File: src/ptach_pkg.sv
`timescale 1ns / 1ps
`default_nettype none

package ptach_pkg;

    localparam int unsigned DistWidth = 9;
    localparam int unsigned TimeWidth = 16;
    localparam int unsigned RpmWidth  = 16;
    localparam int unsigned CountWidth = $clog2(TimeWidth);

    localparam logic [DistWidth-1:0]  THRESHOLD_RESET = 9'd10;
    localparam logic [RpmWidth-1:0]   MS_PER_MINUTE   = 16'd60000;
    localparam logic [CountWidth-1:0] DIV_LAST_STEP   = CountWidth'(TimeWidth - 1);

    // Control sequencer of the block.
    typedef enum logic [1:0] {
        ST_IDLE = 2'd0,
        ST_DIV  = 2'd1,
        ST_LOAD = 2'd2
    } state_t;

    // Measurement phase, advanced at most once per accepted sample.
    typedef enum logic [1:0] {
        PH_IDLE       = 2'd0,
        PH_START_NEAR = 2'd1,
        PH_ARMED      = 2'd2,
        PH_END_NEAR   = 2'd3
    } phase_t;

endpackage

`default_nettype wire

File: src/proximity_tachometer_rpm.sv
`timescale 1ns / 1ps
`default_nettype none

// Revolution period and rpm from a stream of timestamped distance samples.
// Input channel (s_valid/s_ready): one beat carries a distance in cm and a
// 16-bit millisecond timestamp. A distance at or below the threshold means the
// marker is near. The block captures the start time on the first not-near
// sample after a near run, and the end time on the first not-near sample after
// the next near run. Result channel (m_valid/m_ready): one beat per completed
// measurement with the wrapping period and 60000 / period (0 for period 0).
// Configuration channel (cfg_valid/cfg_ready): writes the 9-bit threshold; it
// is always ready and must only be used while the block is idle.
// A sample that does not complete a measurement leaves the input channel ready.
// A completing sample starts a restoring divider that produces one quotient
// bit per cycle, so the input channel is closed during the 16 divide steps
// and the load state; m_valid rises when the load state writes the result.
// The result sits in an output register; while it waits for m_ready, further
// non-completing samples are still accepted. Only a second completed divide
// stalls in the load state until the output register is free.
// Reset (aresetn low, synchronous) restores the threshold to 10, returns the
// phase to idle, clears the start time and drops m_valid.

module proximity_tachometer_rpm (
    input  wire logic        aclk,
    input  wire logic        aresetn,
    input  wire logic        cfg_valid,
    output logic             cfg_ready,
    input  wire logic [8:0]  cfg_distance_threshold,
    input  wire logic        s_valid,
    output logic             s_ready,
    input  wire logic [8:0]  s_distance_cm,
    input  wire logic [15:0] s_time_ms,
    output logic             m_valid,
    input  wire logic        m_ready,
    output logic [15:0]      m_period_ms,
    output logic [15:0]      m_rpm
);

    ptach_pkg::state_t state_reg, state_next;
    ptach_pkg::phase_t phase_reg, phase_next;

    logic [8:0]  thr_reg, thr_next;
    logic [15:0] start_reg, start_next;
    logic [15:0] div_reg, div_next;     // divisor, equal to the period
    logic [15:0] rem_reg, rem_next;     // partial remainder
    logic [15:0] quo_reg, quo_next;     // dividend bits out, quotient bits in
    logic [ptach_pkg::CountWidth-1:0] cnt_reg, cnt_next;
    logic        m_valid_reg, m_valid_next;
    logic [15:0] m_period_reg, m_period_next;
    logic [15:0] m_rpm_reg, m_rpm_next;

    logic        s_beat;
    logic        near;
    logic [16:0] rem_shift;
    logic        ge;
    logic        out_free;

    assign cfg_ready   = 1'b1;
    assign s_ready     = (state_reg == ptach_pkg::ST_IDLE);
    assign m_valid     = m_valid_reg;
    assign m_period_ms = m_period_reg;
    assign m_rpm       = m_rpm_reg;

    assign s_beat   = s_valid && s_ready;
    assign near     = (s_distance_cm <= thr_reg);
    assign out_free = !m_valid_reg || m_ready;

    // One restoring divide step: bring down the next dividend bit and subtract
    // the divisor when it fits. The remainder stays below the divisor, so 17
    // bits hold the shifted value.
    assign rem_shift = {rem_reg, quo_reg[15]};
    assign ge        = (rem_shift >= {1'b0, div_reg});

    always_comb begin
        state_next    = state_reg;
        phase_next    = phase_reg;
        thr_next      = thr_reg;
        start_next    = start_reg;
        div_next      = div_reg;
        rem_next      = rem_reg;
        quo_next      = quo_reg;
        cnt_next      = cnt_reg;
        m_valid_next  = m_valid_reg;
        m_period_next = m_period_reg;
        m_rpm_next    = m_rpm_reg;

        if (cfg_valid) begin
            thr_next = cfg_distance_threshold;
        end

        if (m_valid_reg && m_ready) begin
            m_valid_next = 1'b0;
        end

        case (state_reg)
            ptach_pkg::ST_IDLE: begin
                if (s_beat) begin
                    case (phase_reg)
                        ptach_pkg::PH_IDLE: begin
                            if (near) begin
                                phase_next = ptach_pkg::PH_START_NEAR;
                            end
                        end
                        ptach_pkg::PH_START_NEAR: begin
                            if (!near) begin
                                start_next = s_time_ms;
                                phase_next = ptach_pkg::PH_ARMED;
                            end
                        end
                        ptach_pkg::PH_ARMED: begin
                            if (near) begin
                                phase_next = ptach_pkg::PH_END_NEAR;
                            end
                        end
                        ptach_pkg::PH_END_NEAR: begin
                            if (!near) begin
                                // Measurement complete: launch the divider.
                                phase_next = ptach_pkg::PH_IDLE;
                                div_next   = s_time_ms - start_reg;
                                rem_next   = '0;
                                quo_next   = ptach_pkg::MS_PER_MINUTE;
                                cnt_next   = '0;
                                state_next = ptach_pkg::ST_DIV;
                            end
                        end
                        default: begin
                            phase_next = ptach_pkg::PH_IDLE;
                        end
                    endcase
                end
            end
            ptach_pkg::ST_DIV: begin
                rem_next = ge ? 16'(rem_shift - {1'b0, div_reg}) : rem_shift[15:0];
                quo_next = {quo_reg[14:0], ge};
                cnt_next = cnt_reg + 1'b1;
                if (cnt_reg == ptach_pkg::DIV_LAST_STEP) begin
                    state_next = ptach_pkg::ST_LOAD;
                end
            end
            ptach_pkg::ST_LOAD: begin
                if (out_free) begin
                    m_valid_next  = 1'b1;
                    m_period_next = div_reg;
                    m_rpm_next    = (div_reg == '0) ? '0 : quo_reg;
                    state_next    = ptach_pkg::ST_IDLE;
                end
            end
            default: begin
                state_next = ptach_pkg::ST_IDLE;
            end
        endcase
    end

    always_ff @(posedge aclk) begin
        if (!aresetn) begin
            state_reg   <= ptach_pkg::ST_IDLE;
            phase_reg   <= ptach_pkg::PH_IDLE;
            thr_reg     <= ptach_pkg::THRESHOLD_RESET;
            start_reg   <= '0;
            cnt_reg     <= '0;
            m_valid_reg <= 1'b0;
        end else begin
            state_reg   <= state_next;
            phase_reg   <= phase_next;
            thr_reg     <= thr_next;
            start_reg   <= start_next;
            cnt_reg     <= cnt_next;
            m_valid_reg <= m_valid_next;
        end
    end

    always_ff @(posedge aclk) begin
        div_reg      <= div_next;
        rem_reg      <= rem_next;
        quo_reg      <= quo_next;
        m_period_reg <= m_period_next;
        m_rpm_reg    <= m_rpm_next;
    end

    // The divider steps its counter once per cycle until the last step.
    a_div_count: assert property (@(posedge aclk) disable iff (!aresetn)
        (state_reg == ptach_pkg::ST_DIV) && (cnt_reg != ptach_pkg::DIV_LAST_STEP)
        |=> (state_reg == ptach_pkg::ST_DIV) && (cnt_reg == $past(cnt_reg) + 1'b1))
        else $error("divider step counter out of sequence");

    // A new result is only ever loaded from the load state.
    a_load_source: assert property (@(posedge aclk) disable iff (!aresetn)
        $rose(m_valid_reg) |-> ($past(state_reg) == ptach_pkg::ST_LOAD))
        else $error("result loaded outside the load state");

    // A zero period always reports zero rpm.
    a_zero_period: assert property (@(posedge aclk) disable iff (!aresetn)
        m_valid_reg && (m_period_reg == '0) |-> (m_rpm_reg == '0))
        else $error("nonzero rpm for zero period");

    // The quotient of 60000 never exceeds 60000.
    a_rpm_range: assert property (@(posedge aclk) disable iff (!aresetn)
        m_valid_reg |-> (m_rpm_reg <= ptach_pkg::MS_PER_MINUTE))
        else $error("rpm above 60000");

    // No sample is taken while the divider runs.
    a_no_accept_busy: assert property (@(posedge aclk) disable iff (!aresetn)
        (state_reg == ptach_pkg::ST_DIV) |=> (phase_reg == $past(phase_reg)))
        else $error("phase changed during a divide");

endmodule

`default_nettype wire
File: config.mk
export PLATFORM = sky130hd
export DESIGN_NAME = proximity_tachometer_rpm
export DESIGN_NICKNAME = d
export VERILOG_FILES = /design/src/ptach_pkg.sv /design/src/proximity_tachometer_rpm.sv
export SDC_FILE = /design/constraint.sdc
export NUM_CORES = 1
export LEC_CHECK = 0
export BUFFER_PORTS_ARGS = -buffer_cell sky130_fd_sc_hd__buf_2
export CORE_ASPECT_RATIO = 1.5
export CORE_MARGIN = 3
export CORE_UTILIZATION = 45
export DETAILED_ROUTE_END_ITERATION = 10
export HOLD_SLACK_MARGIN = 0.12
export PLACE_DENSITY = 0.67
export SETUP_SLACK_MARGIN = 0.05
export SYNTH_ARGS = -nofsm -noshare
export SYNTH_HDL_FRONTEND = slang
export SYNTH_SLANG_ARGS = --single-unit
File: constraint.sdc
create_clock -name aclk -period 4.2 [get_ports aclk]
set_input_delay 0.84 -clock aclk [delete_from_list [all_inputs] [get_ports aclk]]
set_output_delay 0.84 -clock aclk [all_outputs]
set_load 0.05 [all_outputs]
* Word level (Yosys, flattened, before mapping)
Index checks and enable logic that the tools add are counted.
Operators by class: add/subtract/negate cells 3, multiply operators 0, div/mod/pow operators 0, order comparisons 2, eq/ne operators 15, shift-type cells 0, muxes and demuxes 27, bitwise gates (word level) 1, reduce and logical (&&, ||, !) cells 14
Operator list (number):
- 2-to-1 mux 16 bit | 7
- case mux 16 bit (2 select lines) | 2
- subtractor 16 bit | 2
- 2-to-1 mux 2 bit | 9
- greater-or-equal comparator 17 x 16 -> 1 bit | 1
- zero test 16 bit | 1
- inequality test 2 bit, second input constant | 7
- 2-to-1 mux 4 bit | 3
- AND reduction 4 bit | 3
- less-or-equal comparator 9 bit | 1
- case mux 2 bit (4 select lines) | 1
- case mux 4 bit (2 select lines) | 1
- equality test 2 bit, second input constant | 3
- case mux 2 bit (3 select lines) | 1
- AND reduction 6 bit | 1
- AND reduction 5 bit | 1
- adder 4 x 1 -> 4 bit, second input constant | 1
- equality test 2 x 1 -> 1 bit, second input constant | 2
- equality test 4 bit, second input constant | 1
- zero test 2 bit | 2
- inequality test 2 x 1 -> 1 bit, second input constant | 2
- 2-to-1 mux 1 bit | 3
- logical AND 1 bit | 2
- AND reduction 2 bit | 1
- other kinds (4) | 4
Word-level totals: flip-flop bits (word level) 114, latch bits 0, memory bits (writable) 0, bits in read-only memories 0, bits of input ports 39, output and inout port bits 35, word-level logic and storage cells 73, memories kept 0

* Depth between registers and ports, before layout
word-level depth 5, depth in mapped cells 11, depth with buffers taken out 10

* Worst setup path before layout
Ideal clock, no wire load.
kind input port to flip-flop, start point input s_distance_cm[3], end point register quo_reg[0], enable pin, library setup time 0.400 ns, arrival 2.610 ns, required time 3.800 ns, slack 1.190 ns, stages 7, path buffers 0, cell sequence ha_1 and4_1 nor2b_1 o31a_1 o21a_1 a31oi_2 inv_1
On the way: word-level cells in the longest chain between the ends 3
RTL lines:
- from (decl) | RTL line proximity_tachometer_rpm.sv:31 | input wire logic [8:0] s_distance_cm,
- less-or-equal comparator 9 bit | RTL line proximity_tachometer_rpm.sv:65 | assign near = (s_distance_cm <= thr_reg);
- inequality test 2 bit (no line)
- AND reduction 4 bit (no line)
- to (signal assigned) | RTL line proximity_tachometer_rpm.sv:175 | quo_reg <= quo_next;
- to (decl) | RTL line proximity_tachometer_rpm.sv:46 | logic [15:0] quo_reg, quo_next;
No other way between the ends. A chain may end at the register's enable or synchronous reset.

* Worst setup path in the final report
start point register div_reg[10], end point register rem_reg[11] (data pin)
On the way: word-level cells in the longest chain between the ends 3, elaborated cells on any way between the ends 4, those cells by class add/sub (1); order compare (1); mux (2)
RTL lines:
- from (decl) | RTL line proximity_tachometer_rpm.sv:44 | logic [15:0] div_reg, div_next;
- from (signal assigned) | RTL line proximity_tachometer_rpm.sv:173 | div_reg <= div_next;
- subtractor 16 bit / greater-or-equal comparator 17 x 16 -> 1 bit (equally long branches) | RTL line proximity_tachometer_rpm.sv:133, proximity_tachometer_rpm.sv:72
- 2-to-1 mux 16 bit * | RTL line proximity_tachometer_rpm.sv:133 | rem_next = ge ? 16'(rem_shift - {1'b0, div_reg}) : rem_shift[15:0];
- case mux 16 bit (2 select lines) * | RTL line proximity_tachometer_rpm.sv:95 | case (state_reg)
- to (signal assigned) | RTL line proximity_tachometer_rpm.sv:174 | rem_reg <= rem_next;
- to (decl) | RTL line proximity_tachometer_rpm.sv:45 | logic [15:0] rem_reg, rem_next;
Mark *: on every way between the ends. The rest lies on a longest branch, timed or not.

==> results.py <==
metrics = {
    "outcome": {
        "outcome": "finished, final reports clean",
    },
    "layout": {
        "antenna_cells": 0,
        "fin_util_pct": 55.6,
        "final_cells": 811,
        "n_fill_cell": 1133,
        "final_cell_mix": "edfxtp_1, buf_2, inv_1",
        "drive_gt1_share_pct": 18.3,
        "synthToLayoutAreaGrowth_pct": 19.1,
        "nets": 726,
        "layout_commonest_cell": "edfxtp_1",
    },
    "critical_path": {
        "critPathBufInv": 1,
        "r2r_slack_ns": 1.24,
        "path_cells": "inv_1 > ha_1 > a211oi_2 > nor2_1 > or3_1 > o21ai_2 > nand2b_1 > nor2_1 > a211oi_2",
        "critPathLaunchType": "flop",
        "arrival_ns": 3.07,
        "end_kind": "flop",
        "slowest_stage": "nand2b_1",
        "reg2reg_to": "rem_reg[11]",
        "slowest_delay_ns": 0.52,
        "cp_max_fo": 18,
        "path_class": "flop to flop",
        "worst-r2r-cell-count": 9,
        "rr_startpoint": "div_reg[10]",
        "cp.required_ns": 4.31,
        "crit_family": "simple AND/OR/NAND/NOR gates",
    },
    "worst_hold_path": {
        "min_from": "thr_reg[1]",
        "holdPathStages": 2,
        "hold_path_class": "flop to flop",
        "holdPathEnd": "thr_reg[1]",
    },
    "clock_network": {
        "hold_buffers": 0,
        "clk_latency_ns": 0.41,
        "cts_made_buffers": 17,
        "cts.path.max_buffers": 2,
        "cts_tree": "built",
        "path_clk_slew_ns": 0.06,
        "post_cts_buffers": 0,
        "cts_sinks": 114,
        "cts_root_buf": "clkbuf_16",
        "htree_num_levels": 4,
        "cts-resized-gates": 0,
    },
    "sta": {
        "slew_violations": 0,
        "fin_ws_ns": 1.24,
        "min_period_ns": 2.96,
        "fmax_mhz": 338,
        "min_period_over_period_pct": 70.5,
        "finalSetupViolCount": 0,
        "relSlewSlack_pct": 35.4,
        "finalClockSkew_ns": 0.0140,
        "grt_setup_unrepaired": "false",
        "hold_viol_final": 0,
        "fin_setup_tns_ns": 0,
        "tightest_slew_ns": 0.969,
    },
    "logic_synthesis": {
        "synth.distinct_cells": 55,
        "synthFlopType": "edfxtp_1",
        "yosysWarnings": 0,
        "synth_edf_count": 80,
        "ys_seq_elements": 114,
        "yosysSeqAreaShare_pct": 50.0,
        "synth_area_um2": 6170,
        "synth_nets": 646,
        "syn_area_per_cell_um2": 11.0,
        "synthArstFlopShare_pct": 0,
        "synthCells": 559,
    },
    "floorplan": {
        "die_area_um2": 15200,
        "core_area_um2": 13200,
        "die_h_um": 149,
        "rows": 51,
        "chipWidth_um": 102,
        "start_util_pct": 46.7,
        "ios": 74,
    },
    "route": {
        "drt_pre_antenna_iters": 4,
        "drc": 0,
        "routed_wl_um": 12000,
        "routed_via_density": 5.32,
        "ant_nets": 0,
        "routedWlPerCell_um": 14.8,
        "vias": 4316,
        "drtIter0Drc": 166,
    },
    "power_and_ir_drop": {
        "p_per_area_nw_per_um2": 418,
        "vdd_ir_drop_max_v": 0.000302,
        "power_leakage_nw": 3.08,
    },
    "global_route": {
        "grt_pass1_wl_um": 20400,
        "first_global_vias": 4451,
        "grt-ovfl-total": 0,
        "antenna_found_initial": 0,
        "gr-usage-all-layers_pct": 17.0,
        "grt_max_degree": 36,
    },
    "placement": {
        "port_buffers": 72,
        "placed_cells": 779,
        "place_ws_ns": 1.14,
        "gp_congestion": 0.903,
        "dpl.hpwl_um": 8710,
    },
    "flow_run": {
        "cap_violations": 0,
    },
}
-- power breakdown --
group	switching (mW)	internal, mW	total (mW)
clock	0.512	1.13	1.64
combinational	0.110	0.0959	0.206
sequential	0.00834	1.21	1.22
-- cell families (layout without fill, tap and decap cells) --
kind of cell,after synthesis,after routing,synth area share [%]
compound gates,97,97,11.2
mux,32,32,5.19
xor+xnor,24,24,3.41
simple gates,178,178,15.7
fa+ha+maj,48,48,9.98
buf+inv,65,158,4.44
flops,114,114,50.0
other cells,1,1,0.0608
-- tightest hold or removal path, stage by stage (launching register included) --
cell and delay, ns:
dfxtp_1 0.30, inv_1 0.07, o211ai_1 0.08
-- final cells by class --
type	instances	area, um^2	share of cell area (%)
flip-flops and latches	114	3080	42.0
clock buffers	19	443	6.03
inverters	52	195	2.66
well taps	159	199	2.71
multi-input cells	380	2820	38.4
repair buffers	74	375	5.11
clock inverters	13	231	3.15
-- cell usage after synthesis (4+ instances only) --
cell type | number | area, um^2
o21bai_1 | 4 | 30.0
nor2b_1 | 34 | 213
mux2i_1 | 32 | 320
nor2_1 | 37 | 139
xnor2_1 | 16 | 140
and2_1 | 26 | 163
a31oi_1 | 8 | 50.1
a211oi_2 | 4 | 50.1
nand2b_1 | 12 | 75.1
nor4_1 | 5 | 31.3
ha_1 | 46 | 576
nor3_1 | 5 | 25.0
edfxtp_1 | 80 | 2400
inv_1 | 52 | 195
nand4_1 | 7 | 43.8
a21oi_1 | 20 | 100
a21boi_0 | 5 | 37.5
xor2_1 | 8 | 70.1
clkbuf_1 | 9 | 33.8
o21ai_0 | 13 | 65.1
a21o_1 | 10 | 75.1
o31a_1 | 5 | 43.8
and3_1 | 5 | 31.3
dfxtp_1 | 34 | 681
o21a_1 | 6 | 45.0
nand3_1 | 10 | 50.1
nand2_1 | 24 | 90.1
-- worst max path at each step --
| stage | startpoint | to | slack (ns) | cells past startpoint |
|---|---|---|---|---|
| 2_1_floorplan | s_distance_cm[3] | quo_reg[0] | 1.19 | 7 |
| 3_3_place_gp | s_distance_cm[3] | rem_reg[14] | 1.22 | 9 |
| 3_5_place_dp | s_distance_cm[3] | rem_reg[15] | 1.14 | 9 |
| 4_1_cts | div_reg[5] | rem_reg[9] | 1.21 | 9 |
| 5_1_grt | div_reg[4] | rem_reg[9] | 0.92 | 9 |
| 6_report | div_reg[10] | rem_reg[11] | 1.24 | 9 |
-- stage by stage --
stage	hold slack, ns	power [mW]	cell area, um^2
after global routing	0.520	3.18	7340
after global placement	0.487	1.44	6670
final	0.496	3.07	7340
after floorplan	0.450	1.40	6170
after detailed placement	0.481	1.45	6670
after CTS	0.505	3.09	7340
-- layer usage --
layer / wire (um) / share of wire [%] / global-route usage [%]
met5: 0 / 0 / 0
met4: 199 / 1.7 / 7.12
met3: 564 / 4.7 / 4.02
met2: 6580 / 55 / 31.6
met1: 4680 / 39 / 17.8
Power figures use the tool's default switching activity.
